===== config.mk =====
export PLATFORM = sky130hd
export DESIGN_NAME = shape_alpha_blend_fill
export DESIGN_NICKNAME = d
export VERILOG_FILES = /design/src/hw/rtl/sabf_pkg.sv /design/src/hw/rtl/sabf_csr.sv /design/src/hw/rtl/sabf_cover.sv /design/src/hw/rtl/sabf_blend.sv /design/src/hw/rtl/shape_alpha_blend_fill.sv
export SDC_FILE = /design/constraint.sdc
export NUM_CORES = 2
export LEC_CHECK = 0
export ABC_AREA = 1
export BUFFER_PORTS_ARGS = -buffer_cell sky130_fd_sc_hd__buf_2
export CORE_ASPECT_RATIO = 1.2
export CORE_MARGIN = 8
export CORE_UTILIZATION = 64
export CTS_CLUSTER_DIAMETER = 30
export CTS_CLUSTER_SIZE = 8
export DETAILED_ROUTE_END_ITERATION = 8
export GPL_TIMING_DRIVEN = 0
export PLACE_DENSITY_LB_ADDON = 0.08
export SETUP_SLACK_MARGIN = 0.4
export SYNTH_ARGS = -nofsm -noshare
export SYNTH_HDL_FRONTEND = slang
export SYNTH_SLANG_ARGS = --single-unit
export TNS_END_PERCENT = 30

===== constraint.sdc =====
create_clock -name clock -period 30.9 [get_ports clock]
set_clock_uncertainty 0.2 [all_clocks]
set_input_delay 1.545 -clock clock [delete_from_list [all_inputs] [get_ports clock]]
set_output_delay 1.545 -clock clock [all_outputs]
set_load 0.02 [all_outputs]

===== src/hw/rtl/sabf_pkg.sv =====
// ----------------------------------------------------------------------------
// sabf_pkg: shared types and constants of the shape alpha blend fill block
// Frame size, shape mode and register index codes, and the configuration
// bundle that the register file hands to the datapath.
// ----------------------------------------------------------------------------
package sabf_pkg;

   localparam int unsigned FRAME_WIDTH  = 320;
   localparam int unsigned FRAME_HEIGHT = 200;

   // Frame limits at a width that holds the whole parameter range.
   localparam logic [10:0] FRAME_WIDTH_LIMIT  = 11'(FRAME_WIDTH);
   localparam logic [10:0] FRAME_HEIGHT_LIMIT = 11'(FRAME_HEIGHT);

   localparam int unsigned CSR_DATA_WIDTH  = 24;
   localparam int unsigned CSR_INDEX_WIDTH = 3;

   localparam logic [7:0] ALPHA_OPAQUE = 8'hff;

   typedef enum logic [1:0] {
      SHAPE_RECT    = 2'd0,
      SHAPE_CIRCLE  = 2'd1,
      SHAPE_ROUNDED = 2'd2
   } shape_mode_type;

   typedef enum logic [CSR_INDEX_WIDTH-1:0] {
      CSR_SHAPE_MODE    = 3'd0,
      CSR_ORIGIN_X      = 3'd1,
      CSR_ORIGIN_Y      = 3'd2,
      CSR_SHAPE_WIDTH   = 3'd3,
      CSR_SHAPE_HEIGHT  = 3'd4,
      CSR_CORNER_RADIUS = 3'd5,
      CSR_FILL_COLOR    = 3'd6,
      CSR_BLEND_ALPHA   = 3'd7
   } csr_index_type;

   typedef struct packed {
      logic [1:0]         shape_mode;
      logic signed [10:0] origin_x;
      logic signed [10:0] origin_y;
      logic [9:0]         shape_width;
      logic [9:0]         shape_height;
      logic [7:0]         corner_radius;
      logic [23:0]        fill_color;
      logic [7:0]         blend_alpha;
   } cfg_type;

endpackage


===== src/hw/rtl/sabf_csr.sv =====
// ----------------------------------------------------------------------------
// sabf_csr: configuration register file
// Holds the shape, color and opacity settings written through the plain
// write port and presents them as one bundle.
// ----------------------------------------------------------------------------
module sabf_csr
   import sabf_pkg::*;
(
   input  logic                       clock,
   input  logic                       reset,
   input  logic                       csr_write_enable,
   input  logic [CSR_INDEX_WIDTH-1:0] csr_index,
   input  logic [CSR_DATA_WIDTH-1:0]  csr_wdata,
   output cfg_type                    cfg
);

   cfg_type cfg_ff;
   cfg_type cfg_in;

   always_comb begin
      cfg_in = cfg_ff;
      if (csr_write_enable) begin
         case (csr_index)
            CSR_SHAPE_MODE:    cfg_in.shape_mode    = csr_wdata[1:0];
            CSR_ORIGIN_X:      cfg_in.origin_x      = $signed(csr_wdata[10:0]);
            CSR_ORIGIN_Y:      cfg_in.origin_y      = $signed(csr_wdata[10:0]);
            CSR_SHAPE_WIDTH:   cfg_in.shape_width   = csr_wdata[9:0];
            CSR_SHAPE_HEIGHT:  cfg_in.shape_height  = csr_wdata[9:0];
            CSR_CORNER_RADIUS: cfg_in.corner_radius = csr_wdata[7:0];
            CSR_FILL_COLOR:    cfg_in.fill_color    = csr_wdata[23:0];
            CSR_BLEND_ALPHA:   cfg_in.blend_alpha   = csr_wdata[7:0];
            default:           cfg_in = cfg_ff;
         endcase
      end
   end

   always_ff @(posedge clock) begin
      if (reset) begin
         cfg_ff <= '0;
      end else begin
         cfg_ff <= cfg_in;
      end
   end

   assign cfg = cfg_ff;

endmodule


===== src/hw/rtl/sabf_cover.sv =====
// ----------------------------------------------------------------------------
// sabf_cover: shape coverage test
// Decides whether the configured rectangle, circle or rounded rectangle
// covers one pixel coordinate.
// ----------------------------------------------------------------------------
module sabf_cover
   import sabf_pkg::*;
(
   input  cfg_type    cfg,
   input  logic [8:0] pixel_x,
   input  logic [7:0] pixel_y,
   output logic       covered
);

   logic signed [11:0] col;
   logic signed [11:0] row;
   logic signed [11:0] width_s;
   logic signed [11:0] height_s;
   logic signed [11:0] radius_s;
   logic signed [11:0] width_minus_r;
   logic signed [11:0] height_minus_r;
   logic signed [11:0] dx_full;
   logic signed [11:0] dy_full;
   logic [10:0]        col_abs;
   logic [10:0]        row_abs;
   logic [21:0]        col_sq;
   logic [21:0]        row_sq;
   logic [22:0]        dist_sq;
   logic [15:0]        radius_sq;
   logic [15:0]        dx_sq;
   logic [15:0]        dy_sq;
   logic [16:0]        corner_sq;
   logic               in_rect;
   logic               in_frame;
   logic               circle_hit;
   logic               corner_hit;

   assign col = 12'($signed({3'b000, pixel_x}) - $signed({cfg.origin_x[10], cfg.origin_x}));
   assign row = 12'($signed({4'b0000, pixel_y}) - $signed({cfg.origin_y[10], cfg.origin_y}));
   assign width_s  = $signed({2'b00, cfg.shape_width});
   assign height_s = $signed({2'b00, cfg.shape_height});
   assign radius_s = $signed({4'b0000, cfg.corner_radius});

   assign in_frame = ({2'b00, pixel_x} < FRAME_WIDTH_LIMIT) &&
                     ({3'b000, pixel_y} < FRAME_HEIGHT_LIMIT);
   assign in_rect  = !col[11] && (col < width_s) && !row[11] && (row < height_s);

   // Circle: magnitudes keep the squares unsigned.
   assign col_abs    = col[11] ? 11'(-col) : col[10:0];
   assign row_abs    = row[11] ? 11'(-row) : row[10:0];
   assign col_sq     = col_abs * col_abs;
   assign row_sq     = row_abs * row_abs;
   assign dist_sq    = {1'b0, col_sq} + {1'b0, row_sq};
   assign radius_sq  = cfg.corner_radius * cfg.corner_radius;
   assign circle_hit = dist_sq <= {7'd0, radius_sq};

   // Rounded rectangle: distance into the corner square on each axis.
   assign width_minus_r  = width_s - radius_s;
   assign height_minus_r = height_s - radius_s;

   always_comb begin
      if (col < radius_s) begin
         dx_full = radius_s - col;
      end else if (col >= width_minus_r) begin
         dx_full = col - (width_minus_r - 12'sd1);
      end else begin
         dx_full = '0;
      end
      if (row < radius_s) begin
         dy_full = radius_s - row;
      end else if (row >= height_minus_r) begin
         dy_full = row - (height_minus_r - 12'sd1);
      end else begin
         dy_full = '0;
      end
   end

   // Inside the rectangle both offsets stay within the radius, so eight bits hold them.
   assign dx_sq      = dx_full[7:0] * dx_full[7:0];
   assign dy_sq      = dy_full[7:0] * dy_full[7:0];
   assign corner_sq  = {1'b0, dx_sq} + {1'b0, dy_sq};
   assign corner_hit = corner_sq <= {1'b0, radius_sq};

   always_comb begin
      case (cfg.shape_mode)
         SHAPE_RECT:    covered = in_frame && in_rect;
         SHAPE_CIRCLE:  covered = in_frame && circle_hit;
         SHAPE_ROUNDED: covered = in_frame && in_rect && corner_hit;
         default:       covered = 1'b0;
      endcase
   end

endmodule


===== src/hw/rtl/sabf_blend.sv =====
// ----------------------------------------------------------------------------
// sabf_blend: per-channel alpha blend
// Mixes the fill color into the background pixel on red, green and blue
// and forces the top byte to opaque.
// ----------------------------------------------------------------------------
module sabf_blend
   import sabf_pkg::*;
(
   input  logic [31:0] background_pixel,
   input  logic [23:0] fill_color,
   input  logic [7:0]  blend_alpha,
   output logic [31:0] blended_pixel
);

   // (b*(255-a) + f*a) / 255; the sum never exceeds 255*255, where
   // (x + (x >> 8) + 1) >> 8 gives the exact quotient.
   function automatic logic [7:0] mix_channel(input logic [7:0] b,
                                              input logic [7:0] f,
                                              input logic [7:0] a);
      logic [15:0] mixed;
      logic [15:0] rounded;
      mixed   = ({8'd0, b} * {8'd0, ALPHA_OPAQUE - a}) + ({8'd0, f} * {8'd0, a});
      rounded = mixed + {8'd0, mixed[15:8]} + 16'd1;
      return rounded[15:8];
   endfunction

   assign blended_pixel = {ALPHA_OPAQUE,
                           mix_channel(background_pixel[23:16], fill_color[23:16], blend_alpha),
                           mix_channel(background_pixel[15:8],  fill_color[15:8],  blend_alpha),
                           mix_channel(background_pixel[7:0],   fill_color[7:0],   blend_alpha)};

endmodule


===== src/hw/rtl/shape_alpha_blend_fill.sv =====
// ----------------------------------------------------------------------------
// shape_alpha_blend_fill: per-pixel shape fill with alpha blending
// Tests each pixel against a rectangle, circle or rounded rectangle and
// blends the fill color into the pixels that the shape covers.
// ----------------------------------------------------------------------------
// Usage:
// An item (one pixel: column, row and its current 32-bit value) is taken at
// a rising clock edge where start is high and busy is low. busy is always
// low, so a new item may be offered in every cycle and the block sustains
// one item per clock.
// Each item gives exactly one result. The result appears on rsp_result_pixel
// and rsp_covered for one cycle, marked by rsp_valid. An input register and
// a result register stand around the coverage test and the blend.
// The receiver cannot stall; it must take each result in its cycle.
// Settings are written through csr_write_enable, csr_index and csr_wdata,
// one register per edge, while no item is in flight.
// A synchronous reset clears the settings to zero and drops any item in
// flight; no result leaves for an item that reset caught.
// ----------------------------------------------------------------------------
module shape_alpha_blend_fill
   import sabf_pkg::*;
(
   input  logic                       clock,
   input  logic                       reset,
   input  logic                       start,
   output logic                       busy,
   input  logic [8:0]                 req_pixel_x,
   input  logic [7:0]                 req_pixel_y,
   input  logic [31:0]                req_background_pixel,
   output logic                       rsp_valid,
   output logic [31:0]                rsp_result_pixel,
   output logic                       rsp_covered,
   input  logic                       csr_write_enable,
   input  logic [CSR_INDEX_WIDTH-1:0] csr_index,
   input  logic [CSR_DATA_WIDTH-1:0]  csr_wdata
);

   cfg_type     cfg;

   // Input stage: the accepted pixel.
   logic        in_valid_ff;
   logic        in_valid_in;
   logic [8:0]  in_x_ff;
   logic [7:0]  in_y_ff;
   logic [31:0] in_bg_ff;

   // Result stage.
   logic        out_valid_ff;
   logic [31:0] out_pixel_ff;
   logic [31:0] out_pixel_in;
   logic        out_covered_ff;
   logic        covered;
   logic [31:0] blended_pixel;

   // The datapath is fully pipelined, so the block never refuses an item.
   assign busy        = 1'b0;
   assign in_valid_in = start && !busy;

   sabf_csr u_csr (
      .clock            (clock),
      .reset            (reset),
      .csr_write_enable (csr_write_enable),
      .csr_index        (csr_index),
      .csr_wdata        (csr_wdata),
      .cfg              (cfg)
   );

   sabf_cover u_cover (
      .cfg     (cfg),
      .pixel_x (in_x_ff),
      .pixel_y (in_y_ff),
      .covered (covered)
   );

   sabf_blend u_blend (
      .background_pixel (in_bg_ff),
      .fill_color       (cfg.fill_color),
      .blend_alpha      (cfg.blend_alpha),
      .blended_pixel    (blended_pixel)
   );

   // An uncovered pixel leaves exactly as it came in.
   assign out_pixel_in = covered ? blended_pixel : in_bg_ff;

   always_ff @(posedge clock) begin
      if (reset) begin
         in_valid_ff  <= 1'b0;
         out_valid_ff <= 1'b0;
      end else begin
         in_valid_ff  <= in_valid_in;
         out_valid_ff <= in_valid_ff;
      end
   end

   // Payload registers carry no reset; the valid bits qualify them.
   always_ff @(posedge clock) begin
      if (in_valid_in) begin
         in_x_ff  <= req_pixel_x;
         in_y_ff  <= req_pixel_y;
         in_bg_ff <= req_background_pixel;
      end
      out_pixel_ff   <= out_pixel_in;
      out_covered_ff <= covered;
   end

   assign rsp_valid        = out_valid_ff;
   assign rsp_result_pixel = out_pixel_ff;
   assign rsp_covered      = out_covered_ff;

endmodule


======== After elaboration in Yosys (flattened, before gate mapping) ========
Cells that the tools add are included.
word-level totals
  register bits ........................... 168
cells by class
  $add $sub $neg .......................... 24
  multipliers ............................. 11
  $lt $le $gt $ge ......................... 10
  equality and inequality tests ........... 9
  muxes and demuxes ....................... 8
  reduce and logical (&&, ||, !) cells .... 19
operators with widths
  kind                   number
  $mul 8x8->16           9
  $add 16x1->16 const B  3
  $add 16x16->16         3
  $add 16x8->16          3
  $mul 11x11->22         2
  $mux 8                 4
  $sub 8x8->8            4
  $ge 12x11->1           2
  $lt 12x11->1           2
  $lt 12x9->1            2
  $mux 24                1
  $add 22x22->23         1
  $le 23x16->1           1
  $mux 11                2
  $neg 11->11            2
  $sub 10x8->11          2
  $add 16x16->17         1
  $le 17x16->1           1
  $reduce_and 2->1       8
  $sub 8x2->8 const B    2
  $eq 3x3->1 const B     4
  $sub 10x11->12         1
  $sub 9x11->12          1
  $lt 9x9->1 const B     1
  11 further kinds       19

======== Logic depth before layout (Yosys ltp) ========
  word-level depth ........................ 11
  gate-level depth with buffers ........... 67
  mapped depth without buffers ............ 66

======== Cells and area by module ========
Synthesis repeated with hierarchy kept, for this count alone.
second synthesis, totals
  cells, all modules ...................... 5423
  area total of the unflattened synthesis .. 39977.1 sq um
modules (own cells, without submodules)
  module                  instances  cells each  area an instance (sq um)  sequential area each (sq um)
  sabf_cover              1          2448        18108.6                   0.0
  sabf_blend              1          2286        15818.9                   0.0
  sabf_csr                1          495         3359.5                    1681.6
  shape_alpha_blend_fill  1          194         2690.1                    2172.1

======== Worst setup path before layout ========
OpenSTA, ideal clock, no wires.
  kind .................................... reg2reg
  start ................................... register u_csr.cfg_ff, in the netlist u_csr.cfg[33]
  end ..................................... register out_pixel_ff[10] (netlist: rsp_result_pixel[10])
  setup time .............................. 0.113 ns
  arrival ................................. 9.512 ns
  required time ........................... 30.587 ns
  setup slack ............................. 21.075 ns
  cell stages (with the launch flop) ...... 52
  path buffers ............................ 2
  period minus slack after synthesis ...... 9.825 ns
  cells stage by stage .................... dfxtp_1 > clkbuf_1 > inv_1 > ha_1 > a21oi_1 > inv_1 > a31oi_1 > o21ai_0 > a21oi_1 > o21bai_1 > or2_2 > nand2_1 > inv_1 > fa_1 > o31a_1 > a21oi_1 > o21ai_0 > a21oi_1 > [... 16 more ...] > o21ai_0 > nand3_1 > nand2_1 > a31oi_1 > xor2_1 > ha_1 > nand2_1 > nor4_1 > nand3b_1 > nand2_1 > nand2_1 > nand2_1 > nand2_1 > nand2_2 > nand2_4 > buf_6 > nand2_1 > nand2_1
between the ends
  longest elaborated chain between the ends .. 11
ends and longest elaborated chain
  what                              line                                source
  start, declared                   sabf_csr.sv:17                      cfg_type cfg_ff;
  start signal, assigned            sabf_csr.sv:41                      cfg_ff <= cfg_in;
  $sub 10x8->11 (on tied branches)  sabf_cover.sv:58, sabf_cover.sv:59
  $sub 8x2->8 (on tied branches)    sabf_cover.sv:65, sabf_cover.sv:72
  $sub 8x8->8 (on tied branches)    sabf_cover.sv:65, sabf_cover.sv:72
  $mux 8 (on tied branches)         sabf_cover.sv:64, sabf_cover.sv:71
  $mux 8 (on tied branches)         sabf_cover.sv:62, sabf_cover.sv:69
  $mul 8x8->16 (on tied branches)   sabf_cover.sv:79, sabf_cover.sv:80
  $add 16x16->17                    sabf_cover.sv:81                    assign corner_sq = {1'b0, dx_sq} + {1'b0, dy_sq};
  $le 17x16->1                      sabf_cover.sv:82                    assign corner_hit = corner_sq <= {1'b0, radius_sq};
  $logic_and 1x1->1                 sabf_cover.sv:88                    SHAPE_ROUNDED: covered = in_frame && in_rect && corner_hit;
  $pmux 1 s3 *                      sabf_cover.sv:85                    case (cfg.shape_mode)
  $mux 24 *                         shape_alpha_blend_fill.sv:83        assign out_pixel_in = covered ? blended_pixel : in_bg_ff;
  via out_pixel_in[10]              shape_alpha_blend_fill.sv:50        logic [31:0] out_pixel_in;
  end signal, assigned              shape_alpha_blend_fill.sv:102       out_pixel_ff <= out_pixel_in;
  end, declared                     shape_alpha_blend_fill.sv:49        logic [31:0] out_pixel_ff;
Mark *: on every way through the listed nets, which the timed path passes. The rest lies on a longest branch.
A chain may end at the register's enable or synchronous reset.

======== Final worst setup path ========
  start ................................... register u_csr.cfg_ff, in the netlist u_csr.cfg[33]
  end ..................................... register out_pixel_ff[19] (netlist: rsp_result_pixel[19])
The elaborated chain is that of the path after synthesis.

==> out/metrics.cfg <==
[status]
status=finished, final reports clean

[floorplanning]
fp-row-count=98
die_y_um=283
initial_core_util_pct=64.3
dieArea_sq_mm=0.0676
die_w_um=239
num_io_pins=115
core-area_sq_mm=0.0592

[final_layout]
layout-drive-gt1-share_pct=5.39
fin_nets=6258
utilization_pct=68.0
seqCellArea_sq_mm=0.00385
final_cell_mix=1298 x inv_1, 987 x nand2_1, 569 x fa_1
syn_to_final_growth_pct=5.78
final_common_cell=inv_1
nFillCells=5273
multi_input_area_sq_mm=0.0287
finalNonFillerCells=5886

[synth]
synth.area.top_cells=fa_1 30%, ha_1 18%, inv_1 13%
ys_seq_area_share_pct=10.1
synth_area_sq_mm=0.0381
yosys.area.top_type=fa_1
synth_top_cell_area_share_pct=29.9
netlist-cell-type-count=62
async_flop_share_pct=0
synth-edff-count=49
ys_warn_count=0
ys_seq_elements=168
synth_cells=4937
synth_ff_type=dfxtp_1
synth.avg_cell_area_sq_um=7.72

[global_routing]
grt_pass1_wl_um=159000
overflow=0
grt_max_degree=51
grt.total_usage_pct=29.4
grt_pass1_vias=31900
antenna_found_initial=6

[setup_path]
end_kind=register
r2r-end=rsp_result_pixel[19]$_DFF_P_
cp.required_ps=31050
worstReg2RegStart=u_csr.cfg[33]$_SDFFE_PP0P_
ff2ff_path_depth=51
crit_start=u_csr.cfg[33]$_SDFFE_PP0P_
worstSetupPathType=register to register
cp-endpoint=rsp_result_pixel[19]$_DFF_P_
cpMaxStageDelayCell=fa_1
reg2reg_slack_ps=18870
max_stage_delay_ps=550
path_max_fanout=10
cp.arrival_ps=12180
start_kind=register
crit_path_frequent_cell=nand2_1

[drt]
route.detailed.drc=0
drt_pass1_iterations=5
antenna_left=0
routed_wl_um=96300
wl_per_cell_um=16.4
viasPerCell=5.24
dr.first_iter.drc_count=1662
vias=30900

[clocking]
cts_max_level=4
cts_sinks=168
cts_buffers=17
clk_pin_slew_worst_paths_ps=70
cts-resized-gates=0
cts_tree=yes
ctsHoldBuffers=0
post_cts_buffers=0
root_buffer=clkbuf_16
clk_latency_ps=470
clockBufferDepth=2

[placement]
dp_hpwl_um=82500
gp_congestion=0.920
port-buffer-count=110
dp.cells=5850

[timing]
period_needed_ps=12030
fin_setup_tns_ps=0
period_share_pct=38.9
hold_violations=0
relSlewSlack_pct=10.1
grt_setup_unrepaired=false
worst_pin_slew_ps=1350
final_max_slew_viol_count=0
max_freq_ghz=0.0831
setup_viol=0
timing.hold.ws_ps=205

[worst_hold_path]
hp-class=register to register

[run]
maxCapViolations=0

-- flip-flops by register name, summed over array words and instances, names as in the netlist --
| name | flops |
|---|---|
| in_bg_ff | 32 |
| in_valid_ff | 1 |
| in_x_ff | 9 |
| in_y_ff | 8 |
| rsp_covered | 1 |
| rsp_result_pixel | 32 |
| rsp_valid | 1 |
| u_csr.cfg | 84 |
-- critical path: cells and delay by family, from the launching register on --
kind,cells,cell delay (ps)
buf+inv,8,1230
xor+xnor,1,110
flops,1,490
fa+ha+maj,10,4390
compound gates,15,3030
simple gates,17,2440
-- through the flow --
step / setup slack, ps / instance area, sq um
6_report: 18870 / 40300
5_1_grt: 18150 / 40300
4_1_cts: 18970 / 40300
3_5_place_dp: 19000 / 39700
3_3_place_gp: 19080 / 39700
2_1_floorplan: 21080 / 38100
-- per-layer routing --
layer,GRT usage (%),up-vias,wire length (um)
li1,-,15100,-
met1,33.9,14800,36900
met2,53.6,806,49600
met3,3.18,235,4580
met4,14.0,4,5150
met5,0,-,30
-- worst min path at each step --
stage / depth (start not counted) / endpoint / slack [ps] / startpoint
finish: 2 / rsp_valid$_SDFF_PP0_ / 200 / in_valid_ff$_SDFF_PP0_
global route: 2 / rsp_valid$_SDFF_PP0_ / 220 / in_valid_ff$_SDFF_PP0_
CTS: 2 / rsp_valid$_SDFF_PP0_ / 210 / in_valid_ff$_SDFF_PP0_
detailed placement: 2 / rsp_valid$_SDFF_PP0_ / 200 / in_valid_ff$_SDFF_PP0_
global placement: 2 / rsp_valid$_SDFF_PP0_ / 200 / in_valid_ff$_SDFF_PP0_
floorplan: 2 / rsp_valid$_SDFF_PP0_ / 190 / in_valid_ff$_SDFF_PP0_
-- logic make-up (layout without fill, tap and decap cells) --
| group | count (synthesis) | count (layout) | synth area share (%) |
|---|---|---|---|
| flip-flops | 168 | 168 | 10.1 |
| XOR/XNOR | 140 | 140 | 3.41 |
| other | 1 | 8 | 0.00984 |
| adder cells (fa/ha/maj) | 1109 | 1109 | 47.6 |
| buffers and inverters | 1454 | 1596 | 14.6 |
| AND/OR/NAND/NOR | 1667 | 1667 | 18.0 |
| AO/OA/AOI/OAI | 398 | 398 | 6.29 |
-- cell usage after synthesis (6+ instances only) --
cell,n
fa_1,569
nand3b_1,11
ha_1,540
nand2_2,16
nand3_2,6
nor3_1,26
a211oi_1,64
clkinv_1,6
xor2_1,95
nand3_1,139
edfxtp_1,49
buf_2,16
o21ai_1,8
a31oi_1,10
buf_6,9
xor2_2,6
clkbuf_1,88
nand2_1,987
inv_2,27
nand4_1,34
xnor2_1,37
a21oi_1,184
nor2_2,7
or2_2,9
a21o_1,12
o21ai_0,68
inv_1,1298
o21bai_1,17
dfxtp_1,119
nor2_1,409
-- layout make-up --
type / count / area share (%)
diodes: 4 / 0.0248
plain buffers: 122 / 1.38
clock buffers: 22 / 1.31
clock inverters: 10 / 0.236
inverters: 1332 / 12.4
multi-input cells: 3318 / 71.2
flip-flops and latches: 168 / 9.56
well taps: 800 / 2.48
repair buffers: 110 / 1.37
Power is left out: the tool's default activity adds up to more than one toggle a clock period on the data nets, which glitch-free logic cannot reach.
